### config.mk
export PLATFORM = sky130hd
export DESIGN_NAME = root_mean_square_top
export DESIGN_NICKNAME = d
export VERILOG_FILES = /design/src/rtl/rms_pkg.sv /design/src/rtl/rms_ctrl.sv /design/src/rtl/rms_dp.sv /design/src/rtl/root_mean_square_top.sv
export SDC_FILE = /design/constraint.sdc
export NUM_CORES = 1
export LEC_CHECK = 0
export BUFFER_PORTS_ARGS = -buffer_cell sky130_fd_sc_hd__clkbuf_2
export CAP_MARGIN = 20
export CORE_ASPECT_RATIO = 1.75
export CORE_UTILIZATION = 50
export CTS_BUF_LIST = sky130_fd_sc_hd__clkbuf_8
export CTS_CLUSTER_SIZE = 40
export DETAILED_ROUTE_END_ITERATION = 16
export MAX_ROUTING_LAYER = met4
export PLACE_DENSITY = 0.77
export SLEW_MARGIN = 10
export SYNTH_ARGS = -nofsm -noshare
export SYNTH_HDL_FRONTEND = slang
export SYNTH_SLANG_ARGS = --single-unit
### constraint.sdc
create_clock -name clock -period 11.45 [get_ports clock]
set_input_delay 0.5725 -clock clock [delete_from_list [all_inputs] [get_ports clock]]
set_output_delay 0.5725 -clock clock [all_outputs]
set_load 0.02 [all_outputs]
### src/rtl/rms_pkg.sv
`default_nettype none

package rms_pkg;

   // fixed field widths of the ports
   localparam int unsigned SAMPLE_W    = 16;
   localparam int unsigned RMS_W       = 16;
   localparam int unsigned COUNT_OUT_W = 11;

   // commands from the controller to the datapath
   typedef struct packed {
      logic take;        // input word accepted this cycle
      logic div_load;    // start divide: latch final sum, clear accumulator
      logic div_step;    // one quotient bit
      logic root_load;   // start root: latch quotient
      logic root_step;   // one root bit
      logic emit;        // latch result, clear set state
   } rms_cmd_type;

endpackage

`default_nettype wire

### src/rtl/rms_ctrl.sv
`default_nettype none

module rms_ctrl
   import rms_pkg::*;
#(
   parameter int unsigned SUM_W  = 41,
   parameter int unsigned ROOT_W = 21
) (
   input  wire logic        clock,
   input  wire logic        reset,
   input  wire logic        start,
   input  wire logic        req_last,
   output logic             busy,
   output logic             rsp_valid,
   output rms_cmd_type      cmd
);

   localparam int unsigned STEP_W = $clog2(SUM_W);

   typedef enum logic [2:0] {
      IDLE,
      LOAD,
      DIV,
      RLOAD,
      ROOT,
      OUT
   } state_type;

   state_type         state_ff;
   logic [STEP_W-1:0] step_ff;
   logic              rsp_valid_ff;

   always_ff @(posedge clock) begin
      if (reset) begin
         state_ff     <= IDLE;
         step_ff      <= '0;
         rsp_valid_ff <= 1'b0;
      end else begin
         rsp_valid_ff <= 1'b0;
         case (state_ff)
            IDLE: begin
               if (start && req_last) begin
                  state_ff <= LOAD;
               end
            end
            LOAD: begin
               step_ff  <= '0;
               state_ff <= DIV;
            end
            DIV: begin
               if (step_ff == STEP_W'(SUM_W - 1)) begin
                  step_ff  <= '0;
                  state_ff <= RLOAD;
               end else begin
                  step_ff <= step_ff + 1'b1;
               end
            end
            RLOAD: begin
               state_ff <= ROOT;
            end
            ROOT: begin
               if (step_ff == STEP_W'(ROOT_W - 1)) begin
                  step_ff  <= '0;
                  state_ff <= OUT;
               end else begin
                  step_ff <= step_ff + 1'b1;
               end
            end
            OUT: begin
               rsp_valid_ff <= 1'b1;
               state_ff     <= IDLE;
            end
            default: begin
               state_ff <= IDLE;
            end
         endcase
      end
   end

   always_comb begin
      cmd           = '0;
      cmd.take      = start && (state_ff == IDLE);
      cmd.div_load  = (state_ff == LOAD);
      cmd.div_step  = (state_ff == DIV);
      cmd.root_load = (state_ff == RLOAD);
      cmd.root_step = (state_ff == ROOT);
      cmd.emit      = (state_ff == OUT);
   end

   assign busy      = (state_ff != IDLE);
   assign rsp_valid = rsp_valid_ff;

endmodule

`default_nettype wire

### src/rtl/rms_dp.sv
`default_nettype none

module rms_dp
   import rms_pkg::*;
#(
   parameter int unsigned MAX_SAMPLES = 1024,
   parameter int unsigned SAMPLE_BITS = 16,
   parameter int unsigned CNT_W       = 11,
   parameter int unsigned SUM_W       = 41,
   parameter int unsigned ROOT_W      = 21
) (
   input  wire logic                   clock,
   input  wire logic                   reset,
   input  wire rms_cmd_type            cmd,
   input  wire logic [SAMPLE_W-1:0]    req_sample,
   output logic [RMS_W-1:0]            rsp_rms_value,
   output logic [COUNT_OUT_W-1:0]      rsp_sample_count,
   output logic                        rsp_overflow
);

   localparam int unsigned SQ_W  = 2 * SAMPLE_BITS - 1;
   localparam int unsigned RAD_W = 2 * ROOT_W;

   // ---- square of the sample magnitude
   logic [SAMPLE_BITS-1:0]   raw_u;
   logic [SAMPLE_BITS-1:0]   mag;
   logic [2*SAMPLE_BITS-1:0] prod;

   assign raw_u = SAMPLE_BITS'(req_sample);
   assign mag   = raw_u[SAMPLE_BITS-1] ? (~raw_u + 1'b1) : raw_u;
   assign prod  = mag * mag;

   // ---- accumulator
   logic [SQ_W-1:0]  sq_ff;
   logic             sq_vld_ff;
   logic [SUM_W-1:0] sum_ff;
   logic [CNT_W-1:0] count_ff;
   logic             dropped_ff;
   logic             room;
   logic [SUM_W:0]   sum_ext;
   logic [SUM_W-1:0] sum_in;

   assign room    = (count_ff < CNT_W'(MAX_SAMPLES));
   assign sum_ext = {1'b0, sum_ff} + (SUM_W + 1)'(sq_ff);

   always_comb begin
      sum_in = sum_ff;
      if (sq_vld_ff) begin
         sum_in = sum_ext[SUM_W] ? {SUM_W{1'b1}} : sum_ext[SUM_W-1:0];
      end
   end

   always_ff @(posedge clock) begin
      sq_ff <= prod[SQ_W-1:0];
   end

   always_ff @(posedge clock) begin
      if (reset) begin
         sq_vld_ff  <= 1'b0;
         sum_ff     <= '0;
         count_ff   <= '0;
         dropped_ff <= 1'b0;
      end else begin
         sq_vld_ff <= cmd.take && room;
         if (cmd.div_load) begin
            sum_ff <= '0;
         end else begin
            sum_ff <= sum_in;
         end
         if (cmd.emit) begin
            count_ff   <= '0;
            dropped_ff <= 1'b0;
         end else if (cmd.take) begin
            if (room) begin
               count_ff <= count_ff + 1'b1;
            end else begin
               dropped_ff <= 1'b1;
            end
         end
      end
   end

   // ---- restoring divider, one quotient bit per cycle
   logic [CNT_W-1:0] div_rem_ff;
   logic [SUM_W-1:0] quo_ff;
   logic [CNT_W:0]   div_trial;
   logic [CNT_W:0]   div_diff;
   logic             div_ge;

   assign div_trial = {div_rem_ff, quo_ff[SUM_W-1]};
   assign div_diff  = div_trial - {1'b0, count_ff};
   assign div_ge    = (div_trial >= {1'b0, count_ff});

   always_ff @(posedge clock) begin
      if (cmd.div_load) begin
         div_rem_ff <= '0;
         quo_ff     <= sum_in;
      end else if (cmd.div_step) begin
         div_rem_ff <= div_ge ? div_diff[CNT_W-1:0] : div_trial[CNT_W-1:0];
         quo_ff     <= {quo_ff[SUM_W-2:0], div_ge};
      end
   end

   // ---- digit-by-digit square root, one root bit per cycle
   logic [RAD_W-1:0]  rad_ff;
   logic [ROOT_W+1:0] srem_ff;
   logic [ROOT_W-1:0] root_ff;
   logic [ROOT_W+3:0] sq_cur;
   logic [ROOT_W+3:0] sq_trial;
   logic [ROOT_W+3:0] sq_diff;
   logic              sq_ge;

   assign sq_cur   = {srem_ff, rad_ff[RAD_W-1 -: 2]};
   assign sq_trial = {2'b00, root_ff, 2'b01};
   assign sq_diff  = sq_cur - sq_trial;
   assign sq_ge    = (sq_cur >= sq_trial);

   always_ff @(posedge clock) begin
      if (cmd.root_load) begin
         rad_ff  <= RAD_W'(quo_ff);
         srem_ff <= '0;
         root_ff <= '0;
      end else if (cmd.root_step) begin
         rad_ff  <= {rad_ff[RAD_W-3:0], 2'b00};
         srem_ff <= sq_ge ? sq_diff[ROOT_W+1:0] : sq_cur[ROOT_W+1:0];
         root_ff <= {root_ff[ROOT_W-2:0], sq_ge};
      end
   end

   // ---- result word
   logic [RMS_W-1:0] root_sat;

   generate
      if (ROOT_W > RMS_W) begin : g_sat
         assign root_sat = (|root_ff[ROOT_W-1:RMS_W]) ? {RMS_W{1'b1}}
                                                      : root_ff[RMS_W-1:0];
      end else begin : g_ext
         assign root_sat = RMS_W'(root_ff);
      end
   endgenerate

   logic [RMS_W-1:0]       rms_ff;
   logic [COUNT_OUT_W-1:0] cnt_out_ff;
   logic                   ovf_ff;

   always_ff @(posedge clock) begin
      if (cmd.emit) begin
         rms_ff     <= root_sat;
         cnt_out_ff <= COUNT_OUT_W'(count_ff);
         ovf_ff     <= dropped_ff;
      end
   end

   assign rsp_rms_value    = rms_ff;
   assign rsp_sample_count = cnt_out_ff;
   assign rsp_overflow     = ovf_ff;

endmodule

`default_nettype wire

### src/rtl/root_mean_square_top.sv
// After the edge that takes the last word, the sequencer runs LOAD, the DIV loop, RLOAD,
//   the ROOT loop and OUT, then raises rsp_valid.
// Throughput: one sample word per cycle while a set accumulates; busy is high
//   from the last word until the result cycle.
// Reset: synchronous, active high; clears the running sum, count and overflow flag.
// The receiver cannot stall: rsp_valid is a one-cycle strobe.
`default_nettype none

module root_mean_square_top
   import rms_pkg::*;
#(
   parameter int unsigned MAX_SAMPLES = 1024,
   parameter int unsigned SAMPLE_BITS = 16
) (
   input  wire logic                   clock,
   input  wire logic                   reset,
   // sample words
   input  wire logic                   start,
   output logic                        busy,
   input  wire logic [SAMPLE_W-1:0]    req_sample,
   input  wire logic                   req_last,
   // result words
   output logic                        rsp_valid,
   output logic [RMS_W-1:0]            rsp_rms_value,
   output logic [COUNT_OUT_W-1:0]      rsp_sample_count,
   output logic                        rsp_overflow
);

   // count must hold MAX_SAMPLES itself
   localparam int unsigned CNT_W    = $clog2(MAX_SAMPLES + 1);
   // sum of squares: largest square is 2^(2*SAMPLE_BITS-2); saturates at 64 bits
   localparam int unsigned SUM_FULL = 2 * SAMPLE_BITS - 2 + CNT_W;
   localparam int unsigned SUM_W    = (SUM_FULL > 64) ? 64 : SUM_FULL;
   // one root bit per pair of radicand bits
   localparam int unsigned ROOT_W   = (SUM_W + 1) / 2;

   rms_cmd_type cmd;

   // Sequencer: idle/accumulate, then divide, then square root, then strobe.
   rms_ctrl #(
      .SUM_W  (SUM_W),
      .ROOT_W (ROOT_W)
   ) u_ctrl (
      .clock     (clock),
      .reset     (reset),
      .start     (start),
      .req_last  (req_last),
      .busy      (busy),
      .rsp_valid (rsp_valid),
      .cmd       (cmd)
   );

   // Datapath: squarer, accumulator, bit-serial divider and root, result regs.
   rms_dp #(
      .MAX_SAMPLES (MAX_SAMPLES),
      .SAMPLE_BITS (SAMPLE_BITS),
      .CNT_W       (CNT_W),
      .SUM_W       (SUM_W),
      .ROOT_W      (ROOT_W)
   ) u_dp (
      .clock            (clock),
      .reset            (reset),
      .cmd              (cmd),
      .req_sample       (req_sample),
      .rsp_rms_value    (rsp_rms_value),
      .rsp_sample_count (rsp_sample_count),
      .rsp_overflow     (rsp_overflow)
   );

endmodule

`default_nettype wire

Word-level counts from Yosys, hierarchy flattened
Index checks and enable logic that the tools add are counted.
Widths: inputs -> output; s select.
{ "word_totals": {"register_bits": 261, "wordCells": 70, "output_inout_bits": 30} }
{ "classes": {"bitwise_logic": 2, "muxes": 17, "add_sub_neg": 6, "n_reduce_logical": 14, "magnitude_cmp": 3, "multipliers": 1, "eq_ne": 10} }
{ "ops": {"columns": ["operator", "count"], "rows": [
  ["$mux 41", 6],
  ["$add 41x31->42", 1],
  ["$mul 16x16->31", 1],
  ["$ge 25x23->1", 1],
  ["$mux 23", 1],
  ["$sub 23x23->23", 1],
  ["$pmux 6 s3", 1],
  ["$add 16x1->16 const B", 1],
  ["$mux 16", 1],
  ["$not 16->16", 1],
  ["$pmux 3 s5", 1],
  ["$ge 12x11->1", 1],
  ["$mux 6", 2],
  ["$add 11x1->11 const B", 1],
  ["$lt 11x11->1 const B", 1],
  ["$mux 11", 1],
  ["$sub 11x11->11", 1],
  ["$mux 3", 3],
  ["$add 6x1->6 const B", 1],
  ["$eq 3x2->1 const B", 2],
  ["$eq 3x3->1 const B", 2],
  ["$eq 6x5->1 const B", 1],
  ["$eq 6x6->1 const B", 1],
  ["$ne 2x1->1 const B", 3],
  ["11 further kinds", 17]
]} }

Depth between registers and ports, before layout
Gate-level depths: netlist of the first run.
{ "depth": {"word_depth": 4, "depth_mapped": 33, "ltp_nobuf": 31} }

By module
From an unflattened synthesis of the first run, not the netlist that was laid out.
{ "hier_totals": {"hier_cells": 2183, "hier_area_um2": 20348.3} }
{ "modules_own_cells": {"columns": ["module", "area_per_inst_um2", "instances", "cells_per_inst", "seq_area_each_um2"], "rows": [
  ["rms_dp", 19738.9, 1, 2114, 6105.9],
  ["rms_ctrl", 609.3, 1, 69, 200.2]
]} }

Least setup slack after synthesis of the first run
No wires, ideal clock.
{ "synth_timing": {"kind": "input port to flip-flop", "start": "input port req_sample[0]", "end": "register u_dp.sq_ff[30]", "stages": 31, "setup_time_ns": 0.121, "setup_slack_ns": 3.493, "t_arrival_ns": 7.836, "required_time_ns": 11.329, "path_cell_list": "inv_2 clkbuf_1 ha_1 nand2_1 or3_1 o31a_1 xnor2_1 clkinv_1 nand2_1 inv_1 fa_1 inv_1 fa_1 inv_1 fa_1 inv_1 fa_1 inv_1 fa_1 inv_1 fa_1 inv_1 ha_1 nand3_1 a2111oi_0 o211ai_1 a211o_1 a21oi_1 o221a_2 nor2_1 xnor2_1"} }
{ "synth_via": {"elab_chain_len": 4} }
{ "synth_rtl": {"columns": ["element", "line_no", "text"], "rows": [
  ["start: declaration", "root_mean_square_top.sv:20", "input wire logic [SAMPLE_W-1:0] req_sample,"],
  ["$not 16->16", "rms_dp.sv:30", "assign mag = raw_u[SAMPLE_BITS-1] ? (~raw_u + 1'b1) : raw_u;"],
  ["$add 16x1->16", "rms_dp.sv:30", null],
  ["$mux 16 *", "rms_dp.sv:30", null],
  ["$mul 16x16->31 *", "rms_dp.sv:31", "assign prod = mag * mag;"],
  ["via u_dp.prod[30]", "rms_dp.sv:27", "logic [2*SAMPLE_BITS-1:0] prod;"],
  ["end signal: assignment", "rms_dp.sv:54", "sq_ff <= prod[SQ_W-1:0];"],
  ["end: declaration", "rms_dp.sv:34", "logic [SQ_W-1:0] sq_ff;"]
]} }
The timed path passes the listed nets; every way through them passes the cells marked *.
A chain may end at the register's enable or synchronous reset.

Worst setup path after layout of the first run
Same ends and word-level chain as after synthesis.

==> results of run 1 <==
## synth_stat cells, types with 4 or more instances
library cell	instances	area [µm²]
fa_1	166	3320
or4_1	4	30.0
a31oi_1	9	56.3
inv_2	4	15.0
o21ai_0	94	470
o31ai_1	20	150
inv_1	301	1130
a21oi_1	106	531
and2_1	10	62.6
and4_1	6	52.6
nor3b_1	6	45.0
nand3_1	39	195
o311ai_0	6	52.6
a32oi_1	5	43.8
xor2_1	46	403
a21boi_0	5	37.5
nor4_1	7	43.8
ha_1	163	2040
o21a_1	12	90.1
nor2_1	191	717
a21o_1	44	330
a211oi_1	12	90.1
nand2_1	316	1190
xnor2_1	66	578
dfxtp_1	150	3000
clkbuf_1	61	229
a22o_1	7	61.3
or2_2	4	25.0
o21bai_1	9	67.6
nor3_1	38	190
nor2b_1	14	87.6
nand2b_1	22	138
o22ai_1	37	231
or3_1	6	37.5
edfxtp_1	110	3300
buf_2	8	40.0
o41ai_1	8	70.1
mux2i_1	10	100
o211ai_1	4	30.0
nand4_1	17	106
and3_1	9	56.3
## routing by layer
metal | wire [µm] | vias to the layer above
li1 | - | 7466
met1 | 16100 | 7278
met2 | 23700 | 335
met3 | 1050 | 133
met4 | 2230 | 0
met5 | 0 | -
## path summary, 6_finish.rpt
path                                          end       startpoint  cells after the start
worst max-delay path               u_dp.sq_ff[30]    req_sample[0]                     31
worst min-delay path                u_dp.sq_ff[0]    req_sample[0]                      1
worst max register to register    u_dp.quo_ff[21]   u_dp.sum_ff[3]                     10
worst min register to register  u_dp.rsp_overflow  u_dp.dropped_ff                      0
## flip-flops by register name, indices dropped and copies added (netlist names)
register and count:
u_dp.srem_ff 23, u_dp.dropped_ff 1, u_ctrl.step_ff 6, u_dp.sum_ff 41, u_dp.rsp_rms_value 16, u_dp.sq_vld_ff 1
u_dp.div_rem_ff 11, u_dp.sq_ff 30, u_dp.rsp_sample_count 11, u_dp.rsp_overflow 1, u_ctrl.rsp_valid 1, u_dp.rad_ff 42
u_dp.root_ff 21, u_dp.count_ff 11, u_ctrl.state_ff 3, u_dp.quo_ff 41
## final cells by class
type / count / area (µm²)
Fill cell: 3496 / 17800
Multi-Input combinational cell: 1577 / 12200
Sequential cell: 260 / 6310
Inverter: 308 / 1160
Tap cell: 490 / 613
Clock buffer: 36 / 495
Timing Repair Buffer: 68 / 388
Clock inverter: 28 / 292
Antenna cell: 1 / 2.50
## cells by family after synthesis
logic type	after synthesis	share of synthesized area (%)
other cells	2	0.0377
xor+xnor	113	5.01
flops	260	31.7
compound gates	412	13.1
buf+inv	380	7.21
fa+ha+maj	329	26.9
mux	10	0.503
simple gates	702	15.5
## per-stage QoR
stage | instances | instance area [µm²]
floorplan | 2217 | 20000
global placement | 2702 | 20700
detailed placement | 2703 | 20700
CTS | 2767 | 21500
global route | 2768 | 21500
finish | 2768 | 21500
==> flow_summary.ini, run 1 <==
[clock_network]
clk_latency_ps = 540
cts_hold_repair.buffers = 0
htreeDepth = 2
cts_tree = done
root_buffer = clkbuf_8
post-cts-setup-buffers = 0
clkTransAtPathRegs_ps = 70
cts_sinks = 260
clock_path_buffers = 3
cts_resized = 0
numCtsBuffers = 35

[yosys]
netlist_area_um2 = 19900
yosysSeqAreaShare_pct = 31.7
synth_edf_count = 110
synth_seq_cells = 260
yosysUniqueCellTypes = 75
yosysWarnings = 0
syn_avg_cell_area_um2 = 9.02
async_reset_ff_share_pct = 0
ys.flop_type = dfxtp_1
synthCells = 2208

[floorplan]
core_um2 = 39300
die_x_um = 153
initial_utilization_pct = 50.7
die_h_um = 266
io_pins = 50
rows = 96
dieArea_um2 = 40700

[routing]
firstDrtPassIters = 5
drc = 0
drt_wl_total_um = 43100
drtAntennaViolNets = 0
drt-initial-drc-count = 602
vias = 15200
wl_per_cell_um = 15.6
via_per_inst = 5.50

[placement]
port_buffers = 49
post-dp-hpwl_um = 34600
place.gp.congestion = 0.990
pre_cts_ws_ps = 2570

[critical_path]
crit_type = input port to flop
worstPathMaxFanout = 18
cp-start-kind = input port
crit_required_ps = 11870
crit_top_cell = inv_1
critPathArrivalTime_ps = 8790
cpPeakStageDelay_ps = 680
r2r_slack_ps = 7420
cp-end-kind = flop
crit_buf_inv = 10
cpMaxStageDelayCell = a2111oi_0
crit_family = adder cells

[cells_and_area]
final_util_pct = 54.7
mostFrequentLayoutCells = nand2_1 (315), inv_1 (309), nor2_1 (191)
nets = 2599
final_layout_size_suffix_gt1_share_pct = 6.28
layout_commonest_cell = nand2_1
area_growth_pct = 7.83

[sta]
clock_skew_ps = 18.4
setup_slack_ps = 3090
min_period_over_period_pct = 73.0
worst_pin_slew_ps = 1120
hold-worst-slack_ps = 239
relSlewSlack_pct = 25.3
hold_viol = 0
finalCriticalPeriod_ps = 8360
report.final.slew_viol_count = 0
fmax_ghz = 0.120
setup_violations = 0
setup_tns_ps = 0
rsz0062_at_grt = no

[job]
maxCapViolCount = 0

[hold_path]
hold_path_class = input port to flop

[grt]
gr-total-overflow = 0
gr-usage-met2_pct = 43.6
met3_usage_pct = 1.68
grt_pass1_wl_um = 73200
grt_max_degree = 78
grt_pass1_vias = 16000
grt_antenna_before_repair = 1
grt_usage_pct = 22.4
gr-max-usage-layer = met2
gr-usage-met1_pct = 22.0

[run_status]
status = completed
Power of run 1 is not shown: default switching activity piles up to over one toggle a cycle in this logic, so the estimate is an artifact.
==> run 2: changes to the inputs <==
==> constraint.sdc (replaced) <==
create_clock -name clock -period 8.1 [get_ports clock]
set_input_delay 0.405 -clock clock [delete_from_list [all_inputs] [get_ports clock]]
set_output_delay 0.405 -clock clock [all_outputs]
set_load 0.02 [all_outputs]
==> run 2 against run 1 <==
  * Sequential cell count unchanged
  * Global-route usage fell by 0.62 points
  * Clock-buffer cell count grew 6
  * First-iteration DRC count shrank 25%
  * Non-clock buffer count up 18
  * Critical path depth decreased by 2
  * Final cell count up 0.58%
  * Hold slack got worse by 76 ps
==> flow_summary.ini, run 2 (synthesis results as in run 1) <==
[grt]
grt_antenna_before_repair = 1
grt_max_degree = 78
gr-usage-met2_pct = 42.4
grt_usage_pct = 21.8
gr-max-usage-layer = met2
gr-usage-met1_pct = 20.9
grt_pass1_wl_um = 71400
gr-total-overflow = 0
grt_pass1_vias = 16000
met3_usage_pct = 1.94

[routing]
vias = 15400
drc = 0
drt-initial-drc-count = 450
via_per_inst = 5.53
drtAntennaViolNets = 0
firstDrtPassIters = 5
drt_wl_total_um = 42400
wl_per_cell_um = 15.2

[critical_path]
crit_required_ps = 8560
crit_top_cell = fa_1
worstPathMaxFanout = 9
cp_num_cells = 29
cp-end-kind = flop
crit_type = input port to flop
cpPeakStageDelay_ps = 550
crit_buf_inv = 6
critPathArrivalTime_ps = 7760
cpMaxStageDelayCell = fa_1
cp-start-kind = input port
reg2reg_depth = 11
crit_family = adder cells

[clock_network]
cts_hold_repair.buffers = 0
numCtsBuffers = 35
clk_latency_ps = 560
post-cts-setup-buffers = 0
clkTransAtPathRegs_ps = 70
cts_resized = 0
root_buffer = clkbuf_8
cts_sinks = 260
htreeDepth = 2
cts_tree = done
clock_path_buffers = 3

[cells_and_area]
mostFrequentLayoutCells = nand2_1 (315), inv_1 (307), nor2_1 (191)
nets = 2617
reg_top3 = u_dp.rad_ff x42, u_dp.quo_ff x41, u_dp.sum_ff x41
largest_register_ffs = 42
final_layout_size_suffix_gt1_share_pct = 7.02
layout_commonest_cell = nand2_1
fillers = 3413
largest_register = u_dp.rad_ff
area_growth_pct = 8.35

[sta]
report.final.slew_viol_count = 0
rsz0062_at_grt = no
finalCriticalPeriod_ps = 7290
relSlewSlack_pct = 22.6
worst_pin_slew_ps = 1160
setup_violations = 0
setup_tns_ps = 0
min_period_over_period_pct = 90.0
hold_viol = 0
clock_skew_ps = 30.7
fmax_ghz = 0.137

[floorplan]
io_pins = 50
core_um2 = 39300
die_h_um = 266
dieArea_um2 = 40700
die_x_um = 153
initial_utilization_pct = 50.7
rows = 96

[placement]
place.gp.congestion = 0.984
post-dp-hpwl_um = 34300
port_buffers = 49

[run_status]
status = completed

[job]
maxCapViolCount = 0

[hold_path]
hold_path_class = input port to flop
worst_hold_path.num_cells = 3
## run 2: final timing paths
kind / start / slack, ps / to
min reg2reg: u_dp.dropped_ff / 450 / u_dp.rsp_overflow
min: start / 160 / u_dp.sq_vld_ff
max reg2reg: u_dp.sum_ff[16] / 4540 / u_dp.quo_ff[0]
max: req_sample[1] / 810 / u_dp.sq_ff[30]
## run 2: layout make-up
type | count | area (µm²) | share of cell area [%]
multi-input combinational | 1577 | 12200 | 56.6
clock buffer | 42 | 578 | 2.68
sequential | 260 | 6310 | 29.2
antenna | 1 | 2.50 | 0.0116
timing repair buffer | 86 | 531 | 2.46
inverter | 308 | 1160 | 5.36
tap | 490 | 613 | 2.84
clock inverter | 20 | 170 | 0.788
## run 2: worst register-to-register path, stage by stage (launching register included)
cell and delay (ps):
dfxtp_1 320, ha_1 400, a21oi_1 310, o21ai_0 220, a41oi_1 260, a21oi_2 170
a31oi_2 450, nor3_1 140, nand2b_1 370, buf_8 280, o22ai_1 230, mux2i_1 120
## run 2: metrics by stage
step / hold slack (ps) / util (%) / setup slack, ps / instance area (µm²) / cells
final: 163 / 55.0 / 810 / 21600 / 2784
after global routing: 178 / 55.0 / 270 / 21600 / 2784
after CTS: 124 / 54.9 / 791 / 21600 / 2782
after detailed placement: 425 / 53.0 / 223 / 20800 / 2720
after global placement: 416 / 53.0 / 420 / 20800 / 2720
after floorplan: 408 / - / 310 / 20000 / 2217
## run 2: metal layers
layer | wire [µm] | share of wire (%) | up-vias
li1 | - | - | 7504
met1 | 15700 | 37 | 7366
met2 | 23300 | 55 | 356
met3 | 1240 | 2.9 | 157
met4 | 2240 | 5.3 | 0
met5 | 0 | 0 | -
Power of run 2 is left out for the same reason.
==> run 3: changes to the inputs <==
--- a/config.mk
+++ b/config.mk
@@ -5,6 +5,7 @@
 export SDC_FILE = /design/constraint.sdc
 export NUM_CORES = 1
 export LEC_CHECK = 0
+export ABC_AREA = 1
 export BUFFER_PORTS_ARGS = -buffer_cell sky130_fd_sc_hd__clkbuf_2
 export CAP_MARGIN = 20
 export CORE_ASPECT_RATIO = 1.75
==> run 3 against run 2 <==
  * Synthesized area up 11%
  * Sequential share of layout area shrank 2.8 points
  * Maximum frequency shrank 0.98%
  * Non-clock buffer count down 14
  * Worst setup slack worse by 72 ps
  * Register-to-register slack improved by 590 ps
  * Wire length is 28% higher
==> flow_summary.ini, run 3 <==
[yosys]
yosysWarnings = 0
yosys-top-cells-count = nand2_1 (852), inv_1 (526), nor2_1 (264)
netlist.top_cell.by_area = fa_1
netlist_area_um2 = 22200
synthMostInstantiatedCell = nand2_1
yosysSeqAreaShare_pct = 28.4
syn_avg_cell_area_um2 = 7.52
yosysUniqueCellTypes = 58
netlist.area_leader.share_pct = 15.0
synth_seq_cells = 260
synth_edf_count = 110
async_reset_ff_share_pct = 0
synthCells = 2955
synthTopCellsByArea = fa_1 (15%), edfxtp_1 (15%), nand2_1 (14%), dfxtp_1 (14%), ha_1 (9.2%)
ys.flop_type = dfxtp_1

[run_status]
status = completed

[placement]
post-dp-hpwl_um = 44600
pre_cts_ws_ps = 732
place.gp.congestion = 1.01
port_buffers = 49

[sta]
rsz0062_at_grt = no
setup_tns_ps = 0
worst_pin_slew_ps = 774
min_period_over_period_pct = 90.9
clock_skew_ps = 40.4
relSlewSlack_pct = 48.2
report.final.slew_viol_count = 0
setup_slack_ps = 737
hold_viol = 0
hold-worst-slack_ps = 137
finalCriticalPeriod_ps = 7360
setup_violations = 0
fmax_ghz = 0.136

[clock_network]
htreeDepth = 2
cts_sinks = 260
post-cts-setup-buffers = 0
root_buffer = clkbuf_8
clk_latency_ps = 580
clkTransAtPathRegs_ps = 60
cts_tree = done
clock_path_buffers = 3
numCtsBuffers = 37

[power_and_ir_drop]
power_density_nw_per_um2 = 457
worst_ir_drop_vdd_v = 0.000274
leakagePower_nw = 12.3

[critical_path]
cp-start-kind = input port
cp-end-kind = flop
cpMaxStageDelayCell = fa_1
crit_type = input port to flop
cpPeakStageDelay_ps = 550
critPathArrivalTime_ps = 7810
worstPathMaxFanout = 12
crit_required_ps = 8540
crit_top_cell = inv_1

[grt]
gr-total-overflow = 0
grt_pass1_wl_um = 88900
met3_usage_pct = 2.36
grt_max_degree = 58
gr-usage-met1_pct = 22.5
gr-usage-met2_pct = 48.8
grt_antenna_before_repair = 1
gr-max-usage-layer = met2
grt_usage_pct = 25.3
grt_pass1_vias = 19200

[cells_and_area]
nets = 3370
final_layout_size_suffix_gt1_share_pct = 8.01
largest_register = u_dp.rad_ff
reg_top3 = u_dp.rad_ff x42, u_dp.quo_ff x41, u_dp.sum_ff x41
final_util_pct = 54.8
mostFrequentLayoutCells = nand2_1 (851), inv_1 (534), nor2_1 (264)
area_growth_pct = 7.55
layout_commonest_cell = nand2_1
fillers = 4149
largest_register_ffs = 42

[hold_path]
hold_path_class = input port to flop

[floorplan]
die_x_um = 161
dieArea_um2 = 45300
die_h_um = 281
io_pins = 50
initial_utilization_pct = 50.9
core_um2 = 43600
rows = 101

[routing]
drc = 0
wl_per_cell_um = 15.0
drt_wl_total_um = 54300
firstDrtPassIters = 5
via_per_inst = 5.16
drtAntennaViolNets = 0
vias = 18600
drt-initial-drc-count = 893

[job]
maxCapViolCount = 0
[run 3: changes by cell type in the layout (fill, tap and decap cells not counted), moves of 16 or more]
cell      change
nand2_1     +536
a21o_1       -38
inv_1       +227
o31ai_1      -20
xnor2_1      -45
nand2b_1     -22
or2_2        +24
nand3_1      +89
nor2_1       +73
o22ai_1      -16
nand2_2      +26
[run 3: worst paths after layout]
path | start | endpoint | slack, ps | cells after the start
setup / recovery | req_sample[0] | u_dp.sq_ff[25] | 740 | 35
hold reg to reg | u_dp.dropped_ff | u_dp.rsp_overflow | 440 | 0
hold / removal | reset | u_ctrl.step_ff[5] | 140 | 2
setup reg to reg | u_dp.sum_ff[16] | u_dp.quo_ff[17] | 5130 | 13
[run 3: report_power, final]
part           switching [mW]  internal (mW)
clock                   0.516          0.555
combinational            5.05           2.79
sequential              0.163           1.83
[run 3: final cells by class]
class | count | area, µm² | area share, %
inverters | 549 | 2060 | 8.63
flip-flops and latches | 260 | 6310 | 26.4
repair buffers | 72 | 420 | 1.76
well taps | 566 | 708 | 2.97
clock inverters | 26 | 196 | 0.822
multi-input cells | 2101 | 13600 | 57.1
clock buffers | 40 | 551 | 2.30
diodes | 1 | 2.50 | 0.0105
[run 3: per-layer routing]
layer	up-vias	share of wire (%)
li1	9328	-
met1	8645	35
met2	441	55
met3	228	2.8
met4	0	7.6
met5	-	0
[run 3: cells by family after synthesis]
logic type | count (synthesis) | share of synthesized area (%)
AOI/OAI and AO/OA | 288 | 7.26
xor gates and xnor gates | 70 | 2.88
adders and majority gates | 329 | 24.1
buffers and inverters | 603 | 10.4
DFF | 260 | 28.4
muxes | 1 | 0.0451
other | 2 | 0.0338
and+or+nand+nor | 1402 | 26.8
[run 3: through the flow]
stage / area, µm² / instances / power, mW
floorplan: 22200 / 2964 / 7.98
finish: 23900 / 3615 / 10.9
global route: 23900 / 3615 / 12.0
CTS: 23900 / 3613 / 10.9
global placement: 23100 / 3546 / 9.68
detailed placement: 23100 / 3546 / 9.81
[run 3: critical path, delay by kind of cell]
family          cells  cell delay [ps]
fa+ha+maj           8             3420
buf+inv            10             1390
simple gates       12             1520
compound gates      5             1040
[run 3: what timing repair did]
action	CTS	global route
gates resized for setup	0	0
hold buffers	1	0
hold endpoints to repair	1	0
(Power assumes the default switching activity.)
